File: src/design/srv_pkg.sv
// ----------------------------------------------------------------------------
// srv_pkg: shared types, constants and arithmetic helpers
// Widths, register codes, reset values and the Q15 helpers used by the
// reverb datapath.
// ----------------------------------------------------------------------------
`default_nettype none

package srv_pkg;

  // default line lengths
  localparam int COMB_LEN_0_DEF    = 1116;
  localparam int COMB_LEN_1_DEF    = 1188;
  localparam int COMB_LEN_2_DEF    = 1277;
  localparam int COMB_LEN_3_DEF    = 1356;
  localparam int ALLPASS_LEN_0_DEF = 556;
  localparam int ALLPASS_LEN_1_DEF = 441;

  localparam int COMB_N     = 4;
  localparam int SAMPLE_W   = 24;
  localparam int OUT_W      = 25;
  localparam int LINE_W     = 16;
  localparam int GAIN_W     = 15;
  localparam int LEVEL_W    = 16;
  localparam int MIX_GAIN_W = 17;
  localparam int SUM_W      = 18;
  localparam int AP0_W      = 19;
  localparam int AP1_W      = 20;
  localparam int CFG_IDX_W  = 2;
  localparam int CFG_DATA_W = 16;

  localparam logic [MIX_GAIN_W-1:0] Q15_ONE = 17'd32768;

  localparam logic                  ENABLE_RST  = 1'b1;
  localparam logic [GAIN_W-1:0]     COMB_FB_RST = 15'd27525;
  localparam logic [GAIN_W-1:0]     AP_GAIN_RST = 15'd16384;
  localparam logic [LEVEL_W-1:0]    WET_RST     = 16'd8192;

  localparam logic signed [SAMPLE_W-1:0] LINE_MAX = 24'sd32767;
  localparam logic signed [SAMPLE_W-1:0] LINE_MIN = -24'sd32768;

  typedef enum logic [CFG_IDX_W-1:0] {
    REG_ENABLE  = 2'd0,
    REG_COMB_FB = 2'd1,
    REG_AP_GAIN = 2'd2,
    REG_WET     = 2'd3
  } srv_reg_t;

  typedef enum logic {
    ST_CLEAR = 1'b0,
    ST_RUN   = 1'b1
  } srv_state_t;

  // strobes from the sequencer and the line stage to every delay line
  typedef struct packed {
    logic clr;
    logic rd;
    logic wb;
  } srv_tap_ctl_t;

  // word handed from the line stage to the output mix
  typedef struct packed {
    logic signed [SAMPLE_W-1:0] dry;
    logic signed [AP1_W-1:0]    ap;
    logic                       block_end;
    logic                       en;
  } srv_mix_t;

  function automatic logic signed [LINE_W-1:0] clip16(input logic signed [SAMPLE_W-1:0] v);
    logic signed [LINE_W-1:0] r;
    if (v > LINE_MAX) begin
      r = LINE_MAX[LINE_W-1:0];
    end else if (v < LINE_MIN) begin
      r = LINE_MIN[LINE_W-1:0];
    end else begin
      r = v[LINE_W-1:0];
    end
    return r;
  endfunction

  // floor(d * g / 2^15); the product fits 31 bits, the result 16
  function automatic logic signed [LINE_W-1:0] mul_q15(input logic signed [LINE_W-1:0] d,
                                                       input logic [GAIN_W-1:0] g);
    logic signed [LINE_W+GAIN_W-1:0] p;
    p = (LINE_W + GAIN_W)'(d) * (LINE_W + GAIN_W)'($signed({1'b0, g}));
    return p[LINE_W+GAIN_W-1:GAIN_W];
  endfunction

endpackage

`default_nettype wire

File: src/design/srv_if.sv
// ----------------------------------------------------------------------------
// srv_if: stream channels of the reverb
// Input channel carries the dry sample and block flag, output channel
// carries the reverberated sample and block flag.
// ----------------------------------------------------------------------------
`default_nettype none


interface srv_out_if;
  logic                                     valid;
  logic                                     ready;
  logic signed [srv_pkg::OUT_W-1:0]         sample_out;
  logic                                     block_end_out;

  modport source (output valid, output sample_out, output block_end_out, input ready);
  modport sink   (input valid, input sample_out, input block_end_out, output ready);
endinterface

`default_nettype wire

File: src/design/srv_mix.sv
// ----------------------------------------------------------------------------
// srv_mix: dry/wet mix and output register
// A holding stage takes the allpass result, then the two Q15 products are
// summed into the output register, which parts the pipeline from the sink.
// ----------------------------------------------------------------------------
`default_nettype none

module srv_mix (
  input  logic                               clk,
  input  logic                               rst,
  input  logic                               push,
  input  srv_pkg::srv_mix_t                  word,
  input  logic [srv_pkg::MIX_GAIN_W-1:0]     dry_gain,
  input  logic [srv_pkg::MIX_GAIN_W-1:0]     wet_gain,
  output logic                               free,
  srv_out_if.source                          dout
);
  import srv_pkg::*;

  localparam int PD_W = SAMPLE_W + MIX_GAIN_W + 1;
  localparam int PW_W = AP1_W + MIX_GAIN_W + 1;

  logic                           s2_valid;
  srv_mix_t                       s2;
  logic                           out_take;
  logic signed [MIX_GAIN_W:0]     dry_s;
  logic signed [MIX_GAIN_W:0]     wet_s;
  logic signed [PD_W-1:0]         prod_d;
  logic signed [PW_W-1:0]         prod_w;
  logic [OUT_W-1:0]               mix_sum;
  logic [OUT_W-1:0]               result;

  assign out_take = !dout.valid || dout.ready;
  assign free     = !s2_valid || out_take;

  assign dry_s   = $signed({1'b0, dry_gain});
  assign wet_s   = $signed({1'b0, wet_gain});
  assign prod_d  = PD_W'(s2.dry) * PD_W'(dry_s);
  assign prod_w  = PW_W'(s2.ap) * PW_W'(wet_s);
  // wrap to the output width; the floor shift is the part-select
  assign mix_sum = prod_d[OUT_W+GAIN_W-1:GAIN_W]
                 + OUT_W'($signed(prod_w[PW_W-1:GAIN_W]));
  assign result  = s2.en ? mix_sum : OUT_W'(s2.dry);

  always_ff @(posedge clk) begin
    if (rst) begin
      s2_valid   <= 1'b0;
      dout.valid <= 1'b0;
    end else begin
      if (free) begin
        s2_valid <= push;
      end
      if (out_take) begin
        dout.valid <= s2_valid;
      end
    end
  end

  always_ff @(posedge clk) begin
    if (push && free) begin
      s2 <= word;
    end
    if (out_take && s2_valid) begin
      dout.sample_out    <= $signed(result);
      dout.block_end_out <= s2.block_end;
    end
  end

endmodule

`default_nettype wire

File: src/flat_wrapper.sv
// flat-port wrapper written by rule: the top's interface ports become plain ports
module srv_mix_flat import srv_pkg::*;
  (clk, rst, push, word, dry_gain, wet_gain, free, dout_valid, dout_sample_out, dout_block_end_out, dout_ready);
  srv_out_if dout_i ();
  input  logic clk;
  input  logic rst;
  input  logic push;
  input  srv_pkg::srv_mix_t word;
  input  logic [srv_pkg::MIX_GAIN_W-1:0] dry_gain;
  input  logic [srv_pkg::MIX_GAIN_W-1:0] wet_gain;
  output logic free;
  output wire logic [$bits(dout_i.valid)-1:0] dout_valid;
  output wire logic [$bits(dout_i.sample_out)-1:0] dout_sample_out;
  output wire logic [$bits(dout_i.block_end_out)-1:0] dout_block_end_out;
  input wire logic [$bits(dout_i.ready)-1:0] dout_ready;
  assign dout_valid = dout_i.valid;
  assign dout_sample_out = dout_i.sample_out;
  assign dout_block_end_out = dout_i.block_end_out;
  assign dout_i.ready = dout_ready;
  srv_mix u_core (.clk(clk), .rst(rst), .push(push), .word(word), .dry_gain(dry_gain), .wet_gain(wet_gain), .free(free), .dout(dout_i));
endmodule
File: config.mk
export PLATFORM = sky130hd
export DESIGN_NAME = srv_mix_flat
export DESIGN_NICKNAME = d
export VERILOG_FILES = /design/src/design/srv_pkg.sv /design/src/design/srv_if.sv /design/src/design/srv_mix.sv /design/src/flat_wrapper.sv
export SDC_FILE = /design/constraint.sdc
export NUM_CORES = 2
export LEC_CHECK = 0
export CORE_MARGIN = 1
export CORE_UTILIZATION = 69
export CTS_CLUSTER_DIAMETER = 200
export DETAILED_ROUTE_END_ITERATION = 12
export DONT_BUFFER_PORTS = 1
export PLACE_DENSITY = 0.85
export SLEW_MARGIN = 0
export SYNTH_ARGS = -nofsm -noshare
export SYNTH_HDL_FRONTEND = slang
export SYNTH_SLANG_ARGS = --single-unit
File: constraint.sdc
create_clock -name clk -period 27.8 [get_ports clk]
set_input_delay 4.17 -clock clk [delete_from_list [all_inputs] [get_ports clk]]
set_output_delay 4.17 -clock clk [all_outputs]
set_load 0.03 [all_outputs]
==> impl_table.tex <==
\begin{tabular}{lr}
\hline
Metric & Value \\
\hline
\multicolumn{2}{l}{\textbf{STA}} \\
\quad Final period utilization & 44.3\% \\
\quad Worst setup skew after layout & 14.3 ps \\
\quad Number of hold violations in the final report & 0 \\
\quad Final Max Tran Viols & 0 \\
\quad Least-Margin Pin Slew & around 1100 ps \\
\quad Number of setup violations in the final report & 0 \\
\quad Time the worst path needs with I/O delays and setup & roughly 12,000 ps \\
\quad RSZ-0062 raised after global routing & false \\
\quad Max-slew headroom & a little under a quarter \\
\quad Highest clock rate & slightly above 80 MHz \\
\quad Sum of negative setup slack & 0 ps \\
\multicolumn{2}{l}{\textbf{Run}} \\
\quad Max\_cap viols & 0 \\
\multicolumn{2}{l}{\textbf{Critical path}} \\
\quad Required time reported for the critical path endpoint & 27,900 ps \\
\quad Critical Path Source & wet\_gain[3] \\
\quad Startpoint of the most critical register-to-register path & u\_core.s2[21] \\
\quad Slowest cell on crit path & sky130\_fd\_sc\_hd\_\_fa\_1 \\
\quad Signal arrival time at the worst endpoint & 12,420 ps \\
\quad Delay of the slowest critical-path stage & a little over 600 ps \\
\quad CP startpoint kind & input port \\
\quad Crit path capture type & flop \\
\quad Cell repeated most along the worst path & sky130\_fd\_sc\_hd\_\_fa\_1 \\
\quad Kind of critical path & input port to flop \\
\quad CP max FO & 20 \\
\multicolumn{2}{l}{\textbf{Clock tree}} \\
\quad Number of gates resized after CTS & 0 \\
\quad Max Root-Sink Buffers & 2 \\
\quad Setup repair bufs after CTS & 0 \\
\quad Root buffer cell & sky130\_fd\_sc\_hd\_\_clkbuf\_16 \\
\quad Number of clock sinks & between 70 and 80 \\
\quad CTS buffer count & 9 \\
\quad Hold buffer count at cts & 0 \\
\quad CTS clock-pin slew for the worst setup and hold paths & about 70 ps \\
\quad Clock tree from TritonCTS & yes \\
\quad Worst skew pair latency & between 300 and 400 ps \\
\quad Count of H-tree levels built during CTS & 3 \\
\multicolumn{2}{l}{\textbf{Drt}} \\
\quad Length of the first detailed-routing pass in iterations & 7 \\
\quad Violation count after the first detailed-routing iteration & between 1,500 and 2,000 \\
\quad Overall routed net length & 70,900 um \\
\quad Detailed-route via count & 21,300 \\
\quad Post-detailed-route via-to-cell ratio & between 5 and 6 \\
\quad ANT nets after route & 0 \\
\quad DRC errors left & 0 \\
\quad Routed wirelength normalized by instance count & 19.2 um \\
\multicolumn{2}{l}{\textbf{Hold path}} \\
\quad Worst Hold Class & flop to flop \\
\quad Hold path startpoint & u\_core.s2[1] \\
\multicolumn{2}{l}{\textbf{Die}} \\
\quad Die Y-Extent & between 200 and 250 um \\
\quad Die Wd & roughly 210 um \\
\quad Number of top-level pins & approximately 110 \\
\quad DIE AREA & around 44,000 um\^{}2 \\
\quad Initial Utilization & between 60 and 70\% \\
\quad Total number of placement rows & 76 \\
\quad Core Area & between 40,000 and 50,000 um\^{}2 \\
\multicolumn{2}{l}{\textbf{GRT}} \\
\quad Number of antenna violations at the first check in global routing & 1 \\
\quad Maximum number of pins on one net before global-route repair & 47 \\
\quad First-pass GRT wire length & 118,000 um \\
\quad Global-route total usage across every layer & 34.5\% \\
\quad Final global-route overflow total & 0 \\
\quad Number of global-route vias before repair & approximately 24,000 \\
\multicolumn{2}{l}{\textbf{Logic synthesis}} \\
\quad Number of different library cells in the post-synthesis netlist & between 70 and 80 \\
\quad Part of the Yosys area used for sequential elements & 7.33\% \\
\quad Register bit count reported by yosys & 74 \\
\quad Commonest register cell after synthesis & sky130\_fd\_sc\_hd\_\_edfxtp\_1 \\
\quad Number of warning messages in the yosys log & 0 \\
\quad Area contributors post-synth & sky130\_fd\_sc\_hd\_\_fa\_1, sky130\_fd\_sc\_hd\_\_inv\_1, sky130\_fd\_sc\_hd\_\_and2\_1 \\
\quad Average cell area after synthesis & around 9.4 um\^{}2 \\
\quad Share of the synthesized area in the top cell type & between 40\% and 50\% \\
\quad Number of enable-type register cells in the synthesized netlist & 72 \\
\quad Area of the mapped netlist & between 30,000 and 40,000 um\^{}2 \\
\quad Net count of the mapped netlist & between 4,000 and 5,000 \\
\quad Biggest area consumer among synthesized cells & sky130\_fd\_sc\_hd\_\_fa\_1 \\
\quad Synthesized netlist cell count & between 3,000 and 4,000 \\
\quad Share of synthesized flip-flops with an asynchronous set or reset & 0\% \\
\multicolumn{2}{l}{\textbf{Layout}} \\
\quad Growth of design area from synthesis to finish & 2.25\% \\
\quad Fraction of layout cells with a size suffix above 1 & under 10\% \\
\quad Most common library cell in the layout ignoring fill and taps & sky130\_fd\_sc\_hd\_\_inv\_1 \\
\quad Fin nets & 4,123 \\
\quad Commonest cells after routing, fill and taps aside & sky130\_fd\_sc\_hd\_\_inv\_1, sky130\_fd\_sc\_hd\_\_fa\_1, sky130\_fd\_sc\_hd\_\_and2\_1 \\
\multicolumn{2}{l}{\textbf{Run status}} \\
\quad Result of the run & finished clean \\
\multicolumn{2}{l}{\textbf{Place}} \\
\quad HPWL after detailed placement & 55,600 um \\
\quad Buffers added on ports & 0 \\
\quad Routability congestion estimate from global placement & 0.915 \\
\hline
\end{tabular}
-- per-stage QoR --
step	cells	utilization, %	setup slack [ps]	hold slack (ps)	area (um^2)
floorplan	3202	-	15730	400	30100
global placement	3678	70.7	15470	406	30400
detailed placement	3678	70.7	15140	429	30400
CTS	3694	71.5	15500	435	30700
global route	3695	71.5	14920	445	30700
finish	3695	71.5	15470	430	30700
-- worst paths after layout --
kind                                 to  slack [ps]  cells past startpoint
max          u_core.dout.sample_out[24]       15470                     34
min           u_core.dout.block_end_out         430                      0
max reg2reg  u_core.dout.sample_out[24]       18430                     34
min reg2reg   u_core.dout.block_end_out         430                      0
-- synth_stat cells (3+ instances only) --
library cell                number
sky130_fd_sc_hd__inv_1         884
sky130_fd_sc_hd__fa_1          727
sky130_fd_sc_hd__and2_1        451
sky130_fd_sc_hd__nand2_1       325
sky130_fd_sc_hd__ha_1          208
sky130_fd_sc_hd__clkbuf_1      111
sky130_fd_sc_hd__edfxtp_1       72
sky130_fd_sc_hd__xnor2_1        59
sky130_fd_sc_hd__a21oi_1        52
sky130_fd_sc_hd__nor2_1         52
sky130_fd_sc_hd__nor3_1         23
sky130_fd_sc_hd__o21ai_0        20
sky130_fd_sc_hd__xor2_1         18
sky130_fd_sc_hd__a21o_1         17
sky130_fd_sc_hd__o21a_1         17
sky130_fd_sc_hd__mux2_2         16
sky130_fd_sc_hd__nand3_1        12
sky130_fd_sc_hd__nand4_1        11
sky130_fd_sc_hd__o21ai_1         9
sky130_fd_sc_hd__o21bai_1        9
sky130_fd_sc_hd__nor2b_1         8
sky130_fd_sc_hd__a211oi_1        6
sky130_fd_sc_hd__nor4_1          6
sky130_fd_sc_hd__a31oi_1         5
sky130_fd_sc_hd__nand2b_1        5
sky130_fd_sc_hd__o31ai_1         5
sky130_fd_sc_hd__and4_1          4
sky130_fd_sc_hd__mux2i_1         4
sky130_fd_sc_hd__or3_1           4
sky130_fd_sc_hd__a21boi_1        3
sky130_fd_sc_hd__o2111ai_1       3
-- state kept, by name, indices dropped and copies added, names as in the netlist --
register and cells:
u_core.dout.block_end_out 1, u_core.dout.sample_out 25, u_core.dout.valid 1, u_core.s2 46, u_core.s2_valid 1
-- cell families (layout without fill, tap and decap cells) --
group	Yosys count	count (layout)	synth area share, %
adder cells (fa/ha/maj)	935	935	57.1
XOR/XNOR	78	78	2.30
AND/OR/NAND/NOR	914	914	15.8
flip-flops	74	74	7.33
AO/OA/AOI/OAI	180	180	4.17
buffers and inverters	1001	908	12.5
multiplexers	20	20	0.733
other	0	1	0
-- worst max-delay path, delay by kind of cell --
family | cells | cell delay [ps]
simple gates | 6 | 860
fa+ha+maj | 8 | 3760
xor+xnor | 1 | 130
buf+inv | 4 | 290
compound gates | 15 | 3180
-- final cells by class --
class,count,area [um^2]
clock inverter,7,106
sequential,74,2200
antenna,1,2.50
inverter,884,3320
clock buffer,9,225
fill,3069,12200
timing repair buffer,8,60.1
tap,585,732
multi-input combinational,2127,24100
-- routing by layer --
metal	track usage [%]	wire length [um]	vias to the layer above
met5	0	0	-
met4	16.4	3540	0
met3	5.22	6240	275
met2	58.3	35500	1048
met1	44.0	25700	10900
li1	-	-	9094
Power is not shown: default switching activity piles up to over one toggle a cycle in this logic, so the estimate is an artifact.
